File: src/sv/pst_pkg.sv
`default_nettype none

package pst_pkg;

    localparam int POS_W   = 28;
    localparam int COL_W   = 16;
    localparam int SCALE_W = 16;
    localparam int PROD_W  = 44;
    localparam int ARG_W   = 41;
    localparam int SINE_W  = 18;
    localparam int NOISE_W = 18;
    localparam int FADE_W  = 18;
    localparam int RAD_W   = 56;
    localparam int ROOT_W  = 28;
    localparam int DSQ_W   = 31;

    // pipeline depths of the sub-units, and root bits per square-root stage
    localparam int SQRT_STEP = 4;
    localparam int SQRT_STG  = ROOT_W / SQRT_STEP;
    localparam int NOISE_LAT = 6;
    localparam int BLEND_LAT = 2;

    // lattice weights per turn, only the low 16 bits reach the phase
    localparam logic [15:0] LAT_WX = 16'h3A85;
    localparam logic [15:0] LAT_WY = 16'h9BCD;
    localparam logic [15:0] LAT_WZ = 16'hE38E;

    localparam longint     HASH_MUL   = 64'd2867760026;
    localparam logic [21:0] INV_TWO_PI = 22'd2670177;
    localparam logic [32:0] DOT_LIMIT  = 33'd526133494;

    typedef enum logic [2:0] {
        MODE_PASS   = 3'd0,
        MODE_CHECK  = 3'd1,
        MODE_DOTS   = 3'd2,
        MODE_MARBLE = 3'd3,
        MODE_RINGS  = 3'd4
    } t_mode;

    typedef enum logic [2:0] {
        REG_MODE  = 3'd0,
        REG_SCALE = 3'd1,
        REG_SEC_R = 3'd2,
        REG_SEC_G = 3'd3,
        REG_SEC_B = 3'd4
    } t_reg_idx;

    typedef logic [2:0][COL_W-1:0] t_rgb;

    // quarter-wave sine polynomial, t in Q.16 over 0..1 of a quarter turn
    function automatic int quarter_poly(input longint unsigned t);
        longint unsigned t2;
        longint unsigned t3;
        longint unsigned t5;
        longint unsigned t7;
        longint          s;
        t2 = (t * t) >> 16;
        t3 = (t2 * t) >> 16;
        t5 = (t3 * t2) >> 16;
        t7 = (t5 * t2) >> 16;
        s  = longint'(64'd102944 * t) - longint'(64'd42334 * t3)
           + longint'(64'd5223 * t5) - longint'(64'd307 * t7);
        if (s < 0) begin
            s = 0;
        end
        s = s >>> 16;
        if (s > 65536) begin
            s = 65536;
        end
        return int'(s);
    endfunction

    // a + floor((b - a) * t / 2^16)
    function automatic logic signed [NOISE_W-1:0] mix_q16(
        input logic signed [NOISE_W-1:0] a,
        input logic signed [NOISE_W-1:0] b,
        input logic        [FADE_W-1:0]  t
    );
        logic signed [NOISE_W:0]  d;
        logic signed [2*NOISE_W+1:0] p;
        d = $signed({b[NOISE_W-1], b}) - $signed({a[NOISE_W-1], a});
        p = d * $signed({1'b0, t});
        return a + $signed(p[16 +: NOISE_W]);
    endfunction

endpackage

`default_nettype wire

File: src/sv/pst_blend.sv
`default_nettype none

module pst_blend (
    input  logic                                i_clk,
    input  logic signed [pst_pkg::SINE_W-1:0]   i_sine,
    input  pst_pkg::t_rgb                       i_c1,
    input  pst_pkg::t_rgb                       i_sec,
    output pst_pkg::t_rgb                       o_col
);

    logic [18:0]      w_sp;
    logic [16:0]      w_w;
    logic [16:0]      w_wn;
    logic [2:0][32:0] r_pa;
    logic [2:0][32:0] r_pb;
    logic [2:0][33:0] w_sum;
    pst_pkg::t_rgb    r_col;

    // weight (sine + 1) / 2 in Q.16
    assign w_sp = 19'($signed({i_sine[pst_pkg::SINE_W-1], i_sine}) + 19'sd65536);
    assign w_w  = w_sp[17:1];
    assign w_wn = 17'd65536 - w_w;

    always_ff @(posedge i_clk) begin
        for (int c = 0; c < 3; c++) begin
            r_pa[c] <= {17'd0, i_c1[c]} * {16'd0, w_w};
            r_pb[c] <= {17'd0, i_sec[c]} * {16'd0, w_wn};
        end
    end

    always_comb begin
        for (int c = 0; c < 3; c++) begin
            w_sum[c] = {1'b0, r_pa[c]} + {1'b0, r_pb[c]} + 34'd32768;
        end
    end

    // round and saturate
    always_ff @(posedge i_clk) begin
        for (int c = 0; c < 3; c++) begin
            if (w_sum[c][33:32] != 2'b00) begin
                r_col[c] <= '1;
            end else begin
                r_col[c] <= w_sum[c][31:16];
            end
        end
    end

    assign o_col = r_col;

endmodule

`default_nettype wire

File: config.mk
export PLATFORM = sky130hd
export DESIGN_NAME = pst_blend
export DESIGN_NICKNAME = d
export VERILOG_FILES = /design/src/sv/pst_pkg.sv /design/src/sv/pst_blend.sv
export SDC_FILE = /design/constraint.sdc
export NUM_CORES = 2
export LEC_CHECK = 0
export ABC_AREA = 1
export BUFFER_PORTS_ARGS = -buffer_cell sky130_fd_sc_hd__buf_2
export CORE_ASPECT_RATIO = 0.8
export CORE_UTILIZATION = 40
export DETAILED_ROUTE_END_ITERATION = 10
export PLACE_DENSITY = 0.62
export SYNTH_ARGS = -nofsm -noshare
export SYNTH_HDL_FRONTEND = slang
export SYNTH_SLANG_ARGS = --single-unit
File: constraint.sdc
create_clock -name i_clk -period 9.1 [get_ports i_clk]
set_input_delay 1.365 -clock i_clk [delete_from_list [all_inputs] [get_ports i_clk]]
set_output_delay 1.365 -clock i_clk [all_outputs]
set_load 0.02 [all_outputs]
---- Word level (Yosys, flattened, before mapping) ----
Index checks and enable logic that the tools add are counted.
storage, ports and cells
  input port bits ......................... 115
  logic and storage cells ................. 26
  register bits ........................... 246
cells by class
  $mul .................................... 6
  $add $sub $neg .......................... 8
  reduce and logical (&&, ||, !) cells .... 3
operator list
  operator                number
  $mul 16x17->33          6
  $add 33x33->34          3
  $add 34x16->34 const B  3
  $add 18x18->18 const B  1
  $sub 17x17->17 const A  1
  $reduce_bool 2->1       3

---- Longest topological paths before layout ----
  depth in word-level cells ............... 3
  depth in mapped cells ................... 37
  gate-level depth less buffers ........... 33

---- Least setup slack after synthesis ----
OpenSTA, ideal clock, no wires.
  path kind ............................... input to register
  from .................................... in i_sine[1] (netlist bit)
  to ...................................... reg r_pb[32] (netlist bit)
  setup time .............................. 72 ps
  required time ........................... 9028 ps
  slack ................................... 1088 ps
  stages .................................. 32
  arrival ................................. 7940 ps
  cell sequence ........................... clkbuf_1 -> buf_1 -> clkbuf_1 -> inv_1 -> ha_1 -> nand2_1 -> nor2_1 -> nand4_1 -> nor2_1 -> nand2_1 -> or2_0 -> nand2_1 -> inv_2 -> clkbuf_1 -> nand2_1 -> fa_1 -> fa_1 -> inv_1 -> fa_1 -> inv_1 -> fa_1 -> inv_1 -> fa_1 -> fa_1 -> ha_1 -> nand2_1 -> nor2_1 -> nand2_1 -> o21ai_0 -> nand3_1 -> nand2_1 -> xor2_1
on the way
  cells in the longest elaborated chain, start to end .. 3
RTL lines
  element                          line             source
  from (decl)                      pst_blend.sv:5   input logic signed [pst_pkg::SINE_W-1:0] i_sine,
  $add 18x18->18                   pst_blend.sv:20  assign w_sp = 19'($signed({i_sine[pst_pkg::SINE_W-1], i_sine}) + 19'sd65536);
  $sub 17x17->17                   pst_blend.sv:22  assign w_wn = 17'd65536 - w_w;
  $mul 16x17->33                   pst_blend.sv:27  r_pb[c] <= {17'd0, i_sec[c]} * {16'd0, w_wn};
  to (signal, indexed assignment)  pst_blend.sv:27
  to (decl)                        pst_blend.sv:15  logic [2:0][32:0] r_pb;
No other way between the ends.
A chain may end at the register's enable or synchronous reset.

---- Worst setup path in the final report ----
  from .................................... in i_sine[1] (netlist bit)
  to ...................................... reg r_pb[96] (netlist bit)
Same word-level chain as after synthesis.

==> impl_metrics.json <==
{
  "status": "finished with violations",
  "violations": "DRC",
  "row_count": 135,
  "avgRoutedWirePerCell_um": 18.5,
  "critPathLaunchType": "primary input",
  "cts_resized": 0,
  "grt_pass1_wl_um": 335000,
  "crit_required_ns": 9.65,
  "initial_core_util_pct": 40.4,
  "synthCells": 9159,
  "synth_flop_cell": "dfxtp_1",
  "rsz0062_at_grt": "false",
  "core_area_sq_um": 170000,
  "cpPeakStageDelay_ns": 0.54,
  "ant_nets": 0,
  "ys_ff_latch": 246,
  "drt_iter0_drc": 4685,
  "die_area_sq_um": 173000,
  "drive_above_1_share_pct": 3.56,
  "ys_seq_area_share_pct": 7.19,
  "grt_pass1_vias": 59300,
  "relSlewSlack_pct": 27.8,
  "cp_slowest_cell": "fa_1",
  "yosysTopAreaCellShare_pct": 36.5,
  "synth_most_common_cell": "inv_1",
  "worstSetupPathType": "primary input to flip-flop",
  "via_per_inst": 5.02,
  "cts_htree_levels": 1,
  "numCtsBuffers": 27,
  "insertion_delay_ns": 0.66,
  "yosysTopAreaCell": "fa_1",
  "tightest_slew_ns": 1.08,
  "syn_nets": 11300,
  "post_cts_buffers": 0,
  "period_share_pct": 90.0,
  "place_hpwl_um": 174000,
  "finalHoldViolCount": 0,
  "finalClockSkew_ns": 0.0467,
  "yosysUniqueCellTypes": 43,
  "die_h_um": 372,
  "min_path_type": "flip-flop to flip-flop",
  "clk_pin_slew_ns": 0.07,
  "dr.pass1.iters": 11,
  "syn_area_sq_um": 68500,
  "ctsLongestPathBuffers": 3,
  "vias": 57300,
  "grt_overflow_total": 0,
  "drt_wl_total_um": 211000,
  "root_buffer": "clkbuf_16",
  "yosysWarnings": 0,
  "rrSetupSlack_ns": 6.25,
  "synth_enable_flop_cells": 0,
  "cts.sinks": 246,
  "gp_congestion": 0.969,
  "finalSetupViolCount": 0,
  "antenna_found_initial": 41,
  "cts_tree": "built",
  "portBuffers": 161,
  "critPathArrivalTime_ns": 8.74,
  "grt_max_degree": 97,
  "cp-end-kind": "flip-flop",
  "ys_top_cells_by_count": "2382 x inv_1, 2256 x nand2_1, 1248 x fa_1",
  "hold_buffers": 0,
  "fin_nets": 11300,
  "synthArstFlopShare_pct": 0,
  "areaGrowthSynthToFinish_pct": 5.89,
  "grt_usage_pct": 24.8,
  "setup-tns-final_ns": 0,
  "fmax_mhz": 122,
  "drc": 14,
  "drv_slew": 0,
  "path_max_fanout": 12,
  "drv_cap": 0,
  "fin_crit_ns": 8.19,
  "synthTopCellsByArea": "fa_1 36%, ha_1 15%, inv_1 13%",
  "ios": 163,
  "avgSynthCellArea_sq_um": 7.48,
  "die_w_um": 465
}
routing by layer:
metal	global-route usage, %	share of wire (%)	up-vias
met3	3.72	7.9	334
li1	-	-	26700
met2	39.0	44	2186
met4	8.11	3.5	6
met1	35.0	45	28100
met5	0	0.015	-
kinds of logic after synthesis:
group / count (synthesis) / synth area share, %
adder cells (fa/ha/maj): 2068 / 51.4
buffers and inverters: 2728 / 15.0
AND/OR/NAND/NOR: 3382 / 19.7
AO/OA/AOI/OAI: 551 / 4.36
XOR/XNOR: 184 / 2.35
flip-flops: 246 / 7.19
worst paths after layout:
kind         cells after the start         to       from
max                             30   r_pb[96]  i_sine[1]
min                              4  o_col[36]   r_pa[86]
max reg2reg                     11  o_col[31]   r_pa[56]
min reg2reg                      4  o_col[36]   r_pa[86]
cells in the final DEF, fill, tap and decap left out, types with 7 or more instances in the layout:
master,instances
o21ai_0,167
a21oi_1,297
nor2_2,12
nand3_1,248
buf_4,90
a21o_1,22
fa_1,1248
inv_1,2382
a31oi_1,7
dfxtp_1,246
buf_2,160
ha_1,819
diode_2,30
o211ai_1,7
nor2_1,678
nand2_1,2256
nand3b_1,14
nand4_1,93
nor3_1,58
nor4_1,7
xor2_1,128
clkbuf_16,27
xnor2_1,55
o21bai_1,22
o21a_1,11
worst max-delay path, delay by kind of cell:
| family | cells | cell delay, ns |
|---|---|---|
| adder cells (fa/ha/maj) | 8 | 3.60 |
| buffers and inverters | 7 | 1.11 |
| AND/OR/NAND/NOR | 11 | 1.69 |
| XOR/XNOR | 1 | 0.20 |
| AO/OA/AOI/OAI | 3 | 0.76 |
metrics by stage:
step           std cells  setup WS [ns]  cell area (sq um)  utilization, %  hold slack (ns)
6_report           11400          0.909              72600            42.7            0.934
5_1_grt            11400          0.671              72600            42.7             1.00
4_1_cts            11400           1.11              72500            42.7            0.949
3_5_place_dp       11300          0.506              71600            42.2            0.926
3_3_place_gp       11300          0.643              71600            42.2            0.936
2_1_floorplan       9159           1.09              68500               -            0.733
cell type report:
type | count | area, sq um
Antenna cell | 30 | 75.1
Clock buffer | 34 | 742
Clock inverter | 14 | 169
Fill cell | 17400 | 97200
Inverter | 2391 | 8970
Multi-Input combinational cell | 6185 | 53300
Sequential cell | 246 | 4920
Tap cell | 2260 | 2830
Timing Repair Buffer | 252 | 1520
state kept, by name (all words and copies together), names as in the netlist:
| register | count |
|---|---|
| r_pa | 99 |
| r_pb | 99 |
| o_col | 48 |
Power is not shown: default switching activity piles up to over one toggle a cycle in this logic, so the estimate is an artifact.
