File: config.mk
export PLATFORM = sky130hd
export DESIGN_NAME = pst_isqrt
export DESIGN_NICKNAME = d
export VERILOG_FILES = /design/src/sv/pst_pkg.sv /design/src/sv/pst_isqrt.sv
export SDC_FILE = /design/constraint.sdc
export NUM_CORES = 2
export LEC_CHECK = 0
export ABC_CLOCK_PERIOD_IN_PS = 15550
export BUFFER_PORTS_ARGS = -buffer_cell sky130_fd_sc_hd__buf_2
export CAP_MARGIN = 20
export CORE_AREA = 2 2 299 227
export CTS_BUF_LIST = sky130_fd_sc_hd__clkbuf_8 sky130_fd_sc_hd__clkbuf_16
export DETAILED_ROUTE_END_ITERATION = 6
export DIE_AREA = 0 0 301 229
export PLACE_DENSITY = 0.86
export SLEW_MARGIN = 20
export SYNTH_ARGS = -nofsm -noshare
export SYNTH_HDL_FRONTEND = slang
export SYNTH_SLANG_ARGS = --single-unit
File: constraint.sdc
create_clock -name i_clk -period 15.55 [get_ports i_clk]
set_input_delay 0 -clock i_clk [delete_from_list [all_inputs] [get_ports i_clk]]
set_output_delay 0 -clock i_clk [all_outputs]
set_load 0.02 [all_outputs]
File: src/sv/pst_pkg.sv
`default_nettype none

package pst_pkg;

    localparam int POS_W   = 28;
    localparam int COL_W   = 16;
    localparam int SCALE_W = 16;
    localparam int PROD_W  = 44;
    localparam int ARG_W   = 41;
    localparam int SINE_W  = 18;
    localparam int NOISE_W = 18;
    localparam int FADE_W  = 18;
    localparam int RAD_W   = 56;
    localparam int ROOT_W  = 28;
    localparam int DSQ_W   = 31;

    // pipeline depths of the sub-units, and root bits per square-root stage
    localparam int SQRT_STEP = 4;
    localparam int SQRT_STG  = ROOT_W / SQRT_STEP;
    localparam int NOISE_LAT = 6;
    localparam int BLEND_LAT = 2;

    // lattice weights per turn, only the low 16 bits reach the phase
    localparam logic [15:0] LAT_WX = 16'h3A85;
    localparam logic [15:0] LAT_WY = 16'h9BCD;
    localparam logic [15:0] LAT_WZ = 16'hE38E;

    localparam longint     HASH_MUL   = 64'd2867760026;
    localparam logic [21:0] INV_TWO_PI = 22'd2670177;
    localparam logic [32:0] DOT_LIMIT  = 33'd526133494;

    typedef enum logic [2:0] {
        MODE_PASS   = 3'd0,
        MODE_CHECK  = 3'd1,
        MODE_DOTS   = 3'd2,
        MODE_MARBLE = 3'd3,
        MODE_RINGS  = 3'd4
    } t_mode;

    typedef enum logic [2:0] {
        REG_MODE  = 3'd0,
        REG_SCALE = 3'd1,
        REG_SEC_R = 3'd2,
        REG_SEC_G = 3'd3,
        REG_SEC_B = 3'd4
    } t_reg_idx;

    typedef logic [2:0][COL_W-1:0] t_rgb;

    // quarter-wave sine polynomial, t in Q.16 over 0..1 of a quarter turn
    function automatic int quarter_poly(input longint unsigned t);
        longint unsigned t2;
        longint unsigned t3;
        longint unsigned t5;
        longint unsigned t7;
        longint          s;
        t2 = (t * t) >> 16;
        t3 = (t2 * t) >> 16;
        t5 = (t3 * t2) >> 16;
        t7 = (t5 * t2) >> 16;
        s  = longint'(64'd102944 * t) - longint'(64'd42334 * t3)
           + longint'(64'd5223 * t5) - longint'(64'd307 * t7);
        if (s < 0) begin
            s = 0;
        end
        s = s >>> 16;
        if (s > 65536) begin
            s = 65536;
        end
        return int'(s);
    endfunction

    // a + floor((b - a) * t / 2^16)
    function automatic logic signed [NOISE_W-1:0] mix_q16(
        input logic signed [NOISE_W-1:0] a,
        input logic signed [NOISE_W-1:0] b,
        input logic        [FADE_W-1:0]  t
    );
        logic signed [NOISE_W:0]  d;
        logic signed [2*NOISE_W+1:0] p;
        d = $signed({b[NOISE_W-1], b}) - $signed({a[NOISE_W-1], a});
        p = d * $signed({1'b0, t});
        return a + $signed(p[16 +: NOISE_W]);
    endfunction

endpackage

`default_nettype wire

File: src/sv/pst_isqrt.sv
`default_nettype none

module pst_isqrt (
    input  logic                         i_clk,
    input  logic [pst_pkg::RAD_W-1:0]    i_rad,
    output logic [pst_pkg::ROOT_W-1:0]   o_root
);

    localparam int NSTG  = pst_pkg::SQRT_STG;
    localparam int STEP  = pst_pkg::SQRT_STEP;
    localparam int RT_W  = pst_pkg::ROOT_W;
    localparam int RM_W  = pst_pkg::ROOT_W + 2;
    localparam int RD_W  = pst_pkg::RAD_W;

    logic [RM_W-1:0] r_rem  [NSTG];
    logic [RT_W-1:0] r_root [NSTG];
    logic [RD_W-1:0] r_rad  [NSTG];

    // digit-by-digit square root, STEP result bits per stage
    for (genvar s = 0; s < NSTG; s++) begin : g_stg
        logic [RM_W-1:0] w_rem_in;
        logic [RT_W-1:0] w_root_in;
        logic [RD_W-1:0] w_rad_in;
        logic [RM_W-1:0] n_rem;
        logic [RT_W-1:0] n_root;
        logic [RD_W-1:0] n_rad;

        if (s == 0) begin : g_first
            assign w_rem_in  = '0;
            assign w_root_in = '0;
            assign w_rad_in  = i_rad;
        end else begin : g_next
            assign w_rem_in  = r_rem[s-1];
            assign w_root_in = r_root[s-1];
            assign w_rad_in  = r_rad[s-1];
        end

        always_comb begin
            n_rem  = w_rem_in;
            n_root = w_root_in;
            n_rad  = w_rad_in;
            for (int k = 0; k < STEP; k++) begin
                n_rem = {n_rem[RM_W-3:0], n_rad[RD_W-1 -: 2]};
                n_rad = {n_rad[RD_W-3:0], 2'b00};
                if (n_rem >= {n_root, 2'b01}) begin
                    n_rem  = n_rem - {n_root, 2'b01};
                    n_root = {n_root[RT_W-2:0], 1'b1};
                end else begin
                    n_root = {n_root[RT_W-2:0], 1'b0};
                end
            end
        end

        always_ff @(posedge i_clk) begin
            r_rem[s]  <= n_rem;
            r_root[s] <= n_root;
            r_rad[s]  <= n_rad;
        end
    end

    assign o_root = r_root[NSTG-1];

endmodule

`default_nettype wire

After elaboration in Yosys (flattened, before gate mapping)
Memory sizes are Yosys's and may differ from the RTL's.
Cells that the tools add are included.

storage, ports and cells
  bits in registers = 0
  RAM bits = 742
  input bits = 57
  output and inout bits = 28
  logic and storage cells = 115
  memories kept = 3

operators by class
  add/subtract/negate cells = 28
  order comparisons = 28
  muxes and demuxes = 56

memories
  memory  words  width  read ports  clocked after Yosys merged registers in  wr ports  line             RTL
  r_rad   7      48     6           0                                        7         pst_isqrt.sv:17  logic [RD_W-1:0] r_rad [NSTG];
  r_rem   7      30     6           0                                        7         pst_isqrt.sv:15  logic [RM_W-1:0] r_rem [NSTG];
  r_root  7      28     7           0                                        7         pst_isqrt.sv:16  logic [RT_W-1:0] r_root [NSTG];

operators by type and width
  kind                                                                    number
  30-bit >= comparator                                                    24
  28-bit 2-to-1 mux                                                       21
  28-bit subtractor                                                       18
  30-bit 2-to-1 mux                                                       7
  30-bit subtractor                                                       6
  30-bit by 3-bit >= comparator with 1-bit output                         1
  30-bit by 4-bit >= comparator with 1-bit output                         1
  30-bit by 5-bit >= comparator with 1-bit output                         1
  30-bit by 5-bit subtractor with 30-bit output                           1
  1-bit 2-to-1 mux                                                        28
  28-bit by 3-bit subtractor with 28-bit output                           1
  28-bit by 4-bit subtractor with 28-bit output                           1
  2-bit by 1-bit subtractor with 3-bit output (second input constant)     1
  2-bit by 1-bit >= comparator with 1-bit output (second input constant)  1

Longest topological paths before layout
An unclocked memory read counts as a cell.

  depth in word-level cells = 9
  depth in mapped cells = 63

Worst setup path after synthesis
OpenSTA, ideal clock, no wires.

  path type = register to register
  start = mem r_root[4][18] (netlist name)
  end = mem r_rem[5][17] (netlist name)
  setup time = 0.123 ns
  arrival = 11.892 ns
  required time = 15.427 ns
  path slack = 3.535 ns
  cell stages (with the launch flop) = 57
  buffers on the path = 10
  period minus slack after synthesis = 12.015 ns
  cells stage by stage = dfxtp_1 > inv_1 > ha_1 > buf_2 > nand4_2 > or4b_1 > or4_1 > nand2_1 > or2_1 > buf_4 > clkbuf_1 > clkbuf_1 > nor2_1 > a21oi_1 > ha_1 > a21o_1 > a21o_1 > a221oi_1 > [... 21 more ...] > or3_1 > clkbuf_1 > buf_1 > nor2_1 > a21oi_1 > ha_1 > o211a_1 > o21a_1 > nor2_1 > o41ai_1 > nand2_1 > o21ai_0 > a31o_2 > a311oi_1 > o21bai_1 > a21oi_1 > xnor2_1 > mux2_1

RTL lines
  element          line
  start, declared  pst_isqrt.sv:16
  end, declared    pst_isqrt.sv:15

==> flow_summary_export.csv <==
group,metric,value,unit
outcome,outcome,"finished, final reports clean",
detailed_routing,drt-pass1-iter-count,6,
floorplan,dieArea,68930,um^2
logic_synthesis,ys_seq_area_share,21.03,%
clock_tree,cts_tree,"built",
timing,tightestPinTransition,0.9944,ns
detailed_routing,routedWlPerCell,20.91,um
timing,max_slew_margin,33.20,%
logic_synthesis,synthAdderAreaFrac,12.77,%
grt,grt_antenna_before_repair,2,
logic_synthesis,synth.distinct_cells,125,
worst_setup_path,cp_slowest_stage_delay,0.70,ns
flow_run,max_cap_viol_count,0,
worst_setup_path,critical_path_buf_inv_count,4,
floorplan,coreArea,66180,um^2
logic_synthesis,synth_top_family_by_area,"compound AO/OA/AOI/OAI gates",
timing,period_minus_slack,14.17,ns
grt,grt_max_degree,39,
logic_synthesis,syn_area,42640,um^2
worst_setup_path,worst-setup-path-type,"flop to flop",
pwr,p_per_area,158.1,nW/um^2
timing,fin_setup_tns,0,ns
floorplan,pin_count,85,
worst_setup_path,cp_slowest_cell,"or3_1",
floorplan,fp.dieH,229,um
pwr,total_leakage_power,21.37,nW
logic_synthesis,synthCells,5570,
worst_setup_path,cp_top_family,"simple AND/OR/NAND/NOR gates",
clock_tree,cts_made_buffers,46,
final_layout,areaGrowthSynthToFinish,7.897,%
worst_setup_path,worstPathRequired,16.12,ns
clock_tree,cts_sinks,448,
floorplan,start_util,64.43,%
logic_synthesis,yosys.area_share.simple,22.50,%
worst_setup_path,cp-end-kind,"flop",
clock_tree,cts-root-buf,"clkbuf_16",
logic_synthesis,ys_ff_latch,448,
worst_setup_path,cp-start-kind,"flop",
worst_setup_path,cp_max_fo,33,
detailed_routing,antenna_left,0,
detailed_routing,drt_iter0_markers,5802,
placement,routabilityCongestion,1.021,
placement,port_buffers,84,
floorplan,std_cell_rows,82,
logic_synthesis,synth_flop_cell,"dfxtp_1",
logic_synthesis,synthXorXnorAreaFrac,10.26,%
pwr,vdd_drop_max,0.0001241,V
logic_synthesis,muxShareOfSynthArea,2.591,%
grt,first_global_vias,38820,
timing,rsz0062_at_grt,"false",
timing,finalHoldViolations,0,
timing,max_freq,70.59,MHz
pwr,p_total,0.007273,W
timing,slew_viol_final,0,
grt,grt_remaining_overflow,0,
detailed_routing,via_per_inst,6.631,
worst_setup_path,critPathArrivalTime,14.74,ns
grt,grt_pass1_wl,212400,um
placement,dp_hpwl,107000,um
worst_setup_path,r2r_slack,1.38,ns
grt,grtUsageTotal,38.04,%
clock_tree,insertion_delay,0.64,ns
min_path,hp-class,"input port to flop",
detailed_routing,dr_total_vias,43410,
clock_tree,cts_buffer_depth,3,
detailed_routing,drc,0,
final_layout,nets,6119,
logic_synthesis,syn_area_per_cell,7.655,um^2
detailed_routing,wl,136900,um
clock_tree,post-cts-setup-buffers,0,
logic_synthesis,synth_compound_area_share,26.57,%
logic_synthesis,yosysWarnings,0,
clock_tree,clk_pin_slew_worst_paths,0.07,ns
floorplan,die-width,301,um
logic_synthesis,async_reset_ff_share,0,%
clock_tree,htreeDepth,2,
timing,skew,0.03640,ns
final_layout,drive_above_1_share,6.959,%
worst_setup_path,cpMostUsedCell,"a21o_1",
timing,fin_crit_sh,91.10,%
logic_synthesis,synth-edff-count,0,
timing,setup_viol,0,
-- worst reg2reg max path: cells and delay by family (launching register included) --
kind                     cells  cell delay (ns)
flip-flops                   1             0.34
AO/OA/AOI/OAI               22             4.75
AND/OR/NAND/NOR             19             5.55
buffers and inverters        4             1.38
adder cells (fa/ha/maj)      4             1.53
XOR/XNOR                     1             0.17
multiplexers                 1             0.40
-- layout make-up --
class / instances / area [um^2]
inverters: 290 / 1092
flip-flops and latches: 448 / 8969
clock inverters: 33 / 422.9
repair buffers: 177 / 1304
clock buffers: 50 / 1206
multi-input cells: 4664 / 31900
well taps: 882 / 1104
diodes: 3 / 7.507
fillers: 5470 / 20170
-- worst paths after layout --
kind                         startpoint              endpoint  cells past startpoint
hold / removal                i_rad[16]  r_rad[0][16]$_DFF_P_                      2
setup / recovery  r_root[4][18]$_DFF_P_  r_rem[5][25]$_DFF_P_                     51
hold reg to reg    r_rad[1][24]$_DFF_P_  r_rad[2][32]$_DFF_P_                      0
setup reg to reg  r_root[4][18]$_DFF_P_  r_rem[5][25]$_DFF_P_                     51
-- logic make-up (layout without fill, tap and decap cells) --
| logic type | after synthesis | count (layout) |
|---|---|---|
| other cells | 1 | 7 |
| mux | 99 | 99 |
| xor+xnor | 498 | 498 |
| compound gates | 1726 | 1726 |
| flops | 448 | 448 |
| simple gates | 1902 | 1902 |
| buf+inv | 461 | 550 |
| fa+ha+maj | 435 | 435 |
-- stage by stage --
| step | std cells | setup WS [ns] | cell area (um^2) | util [%] | hold slack, ns |
|---|---|---|---|---|---|
| after detailed placement | 6392 | 1.948 | 43670 | 65.99 | 0.1036 |
| final | 6547 | 1.384 | 46000 | 69.52 | 0.01746 |
| after CTS | 6544 | 1.876 | 45990 | 69.49 | 0.0005230 |
| after global placement | 6392 | 2.222 | 43670 | 65.99 | 0.1017 |
| after global routing | 6544 | 0.6405 | 46000 | 69.51 | 0.01675 |
| after floorplan | 5573 | 3.535 | 42650 | - | 0.02772 |
-- per-layer routing --
layer,wire length (um),vias up,share of wire [%],GRT usage (%)
met5,13,-,0.0095,0
met4,4126,2,3.0,10.63
met3,17710,294,13,9.448
met2,53390,2566,39,52.60
met1,61680,20050,45,57.44
li1,-,20500,-,-
-- power breakdown --
part / switching (W) / internal (W) / total [W]
Clock: 0.000540 / 0.000676 / 0.00122
Sequential: 0.000228 / 0.00136 / 0.00159
Combinational: 0.00276 / 0.00171 / 0.00447
-- placed cells by master, fill, tap and decap left out, types with 41 or more instances in the layout --
cell and instances:
a211oi_1 54, a21o_1 234, a21oi_1 492, a31oi_1 45, and2_1 43, and3_1 52, buf_2 84, clkbuf_16 46
dfxtp_1 448, dlygate4sd3_1 69, ha_1 435, inv_1 282, mux2_2 63, nand2_1 475, nand2b_1 80, nand3_1 141
nand4_1 95, nor2_1 494, nor2b_1 67, nor3_1 141, nor4_1 57, o211ai_1 41, o21a_1 76, o21ai_0 328
o21bai_1 68, o31ai_1 58, or3_1 56, xnor2_1 320, xor2_1 176
-- synthesized netlist by cell type (all sizes together), types with 125 or more instances --
cell / n / area share, %
a21o: 234 / 4.1
a21oi: 495 / 5.8
clkbuf: 125 / 1.1
dfxtp: 448 / 21
ha: 435 / 13
inv: 287 / 2.5
nand2: 476 / 4.2
nand3: 146 / 1.8
nor2: 495 / 4.4
nor3: 148 / 1.8
o21ai: 352 / 4.1
xnor2: 322 / 6.6
xor2: 176 / 3.6
-- what timing repair did --
action / 4_1_cts / 5_1_grt
resized for setup: 0 / 0
hold buffers: 69 / 0
endpoints found under the hold margin: 53 / 0
-- state kept, by name (all words and copies together), names as in the netlist --
register  count
r_rem       168
r_rad       168
r_root      112
(Power assumes the default switching activity.)
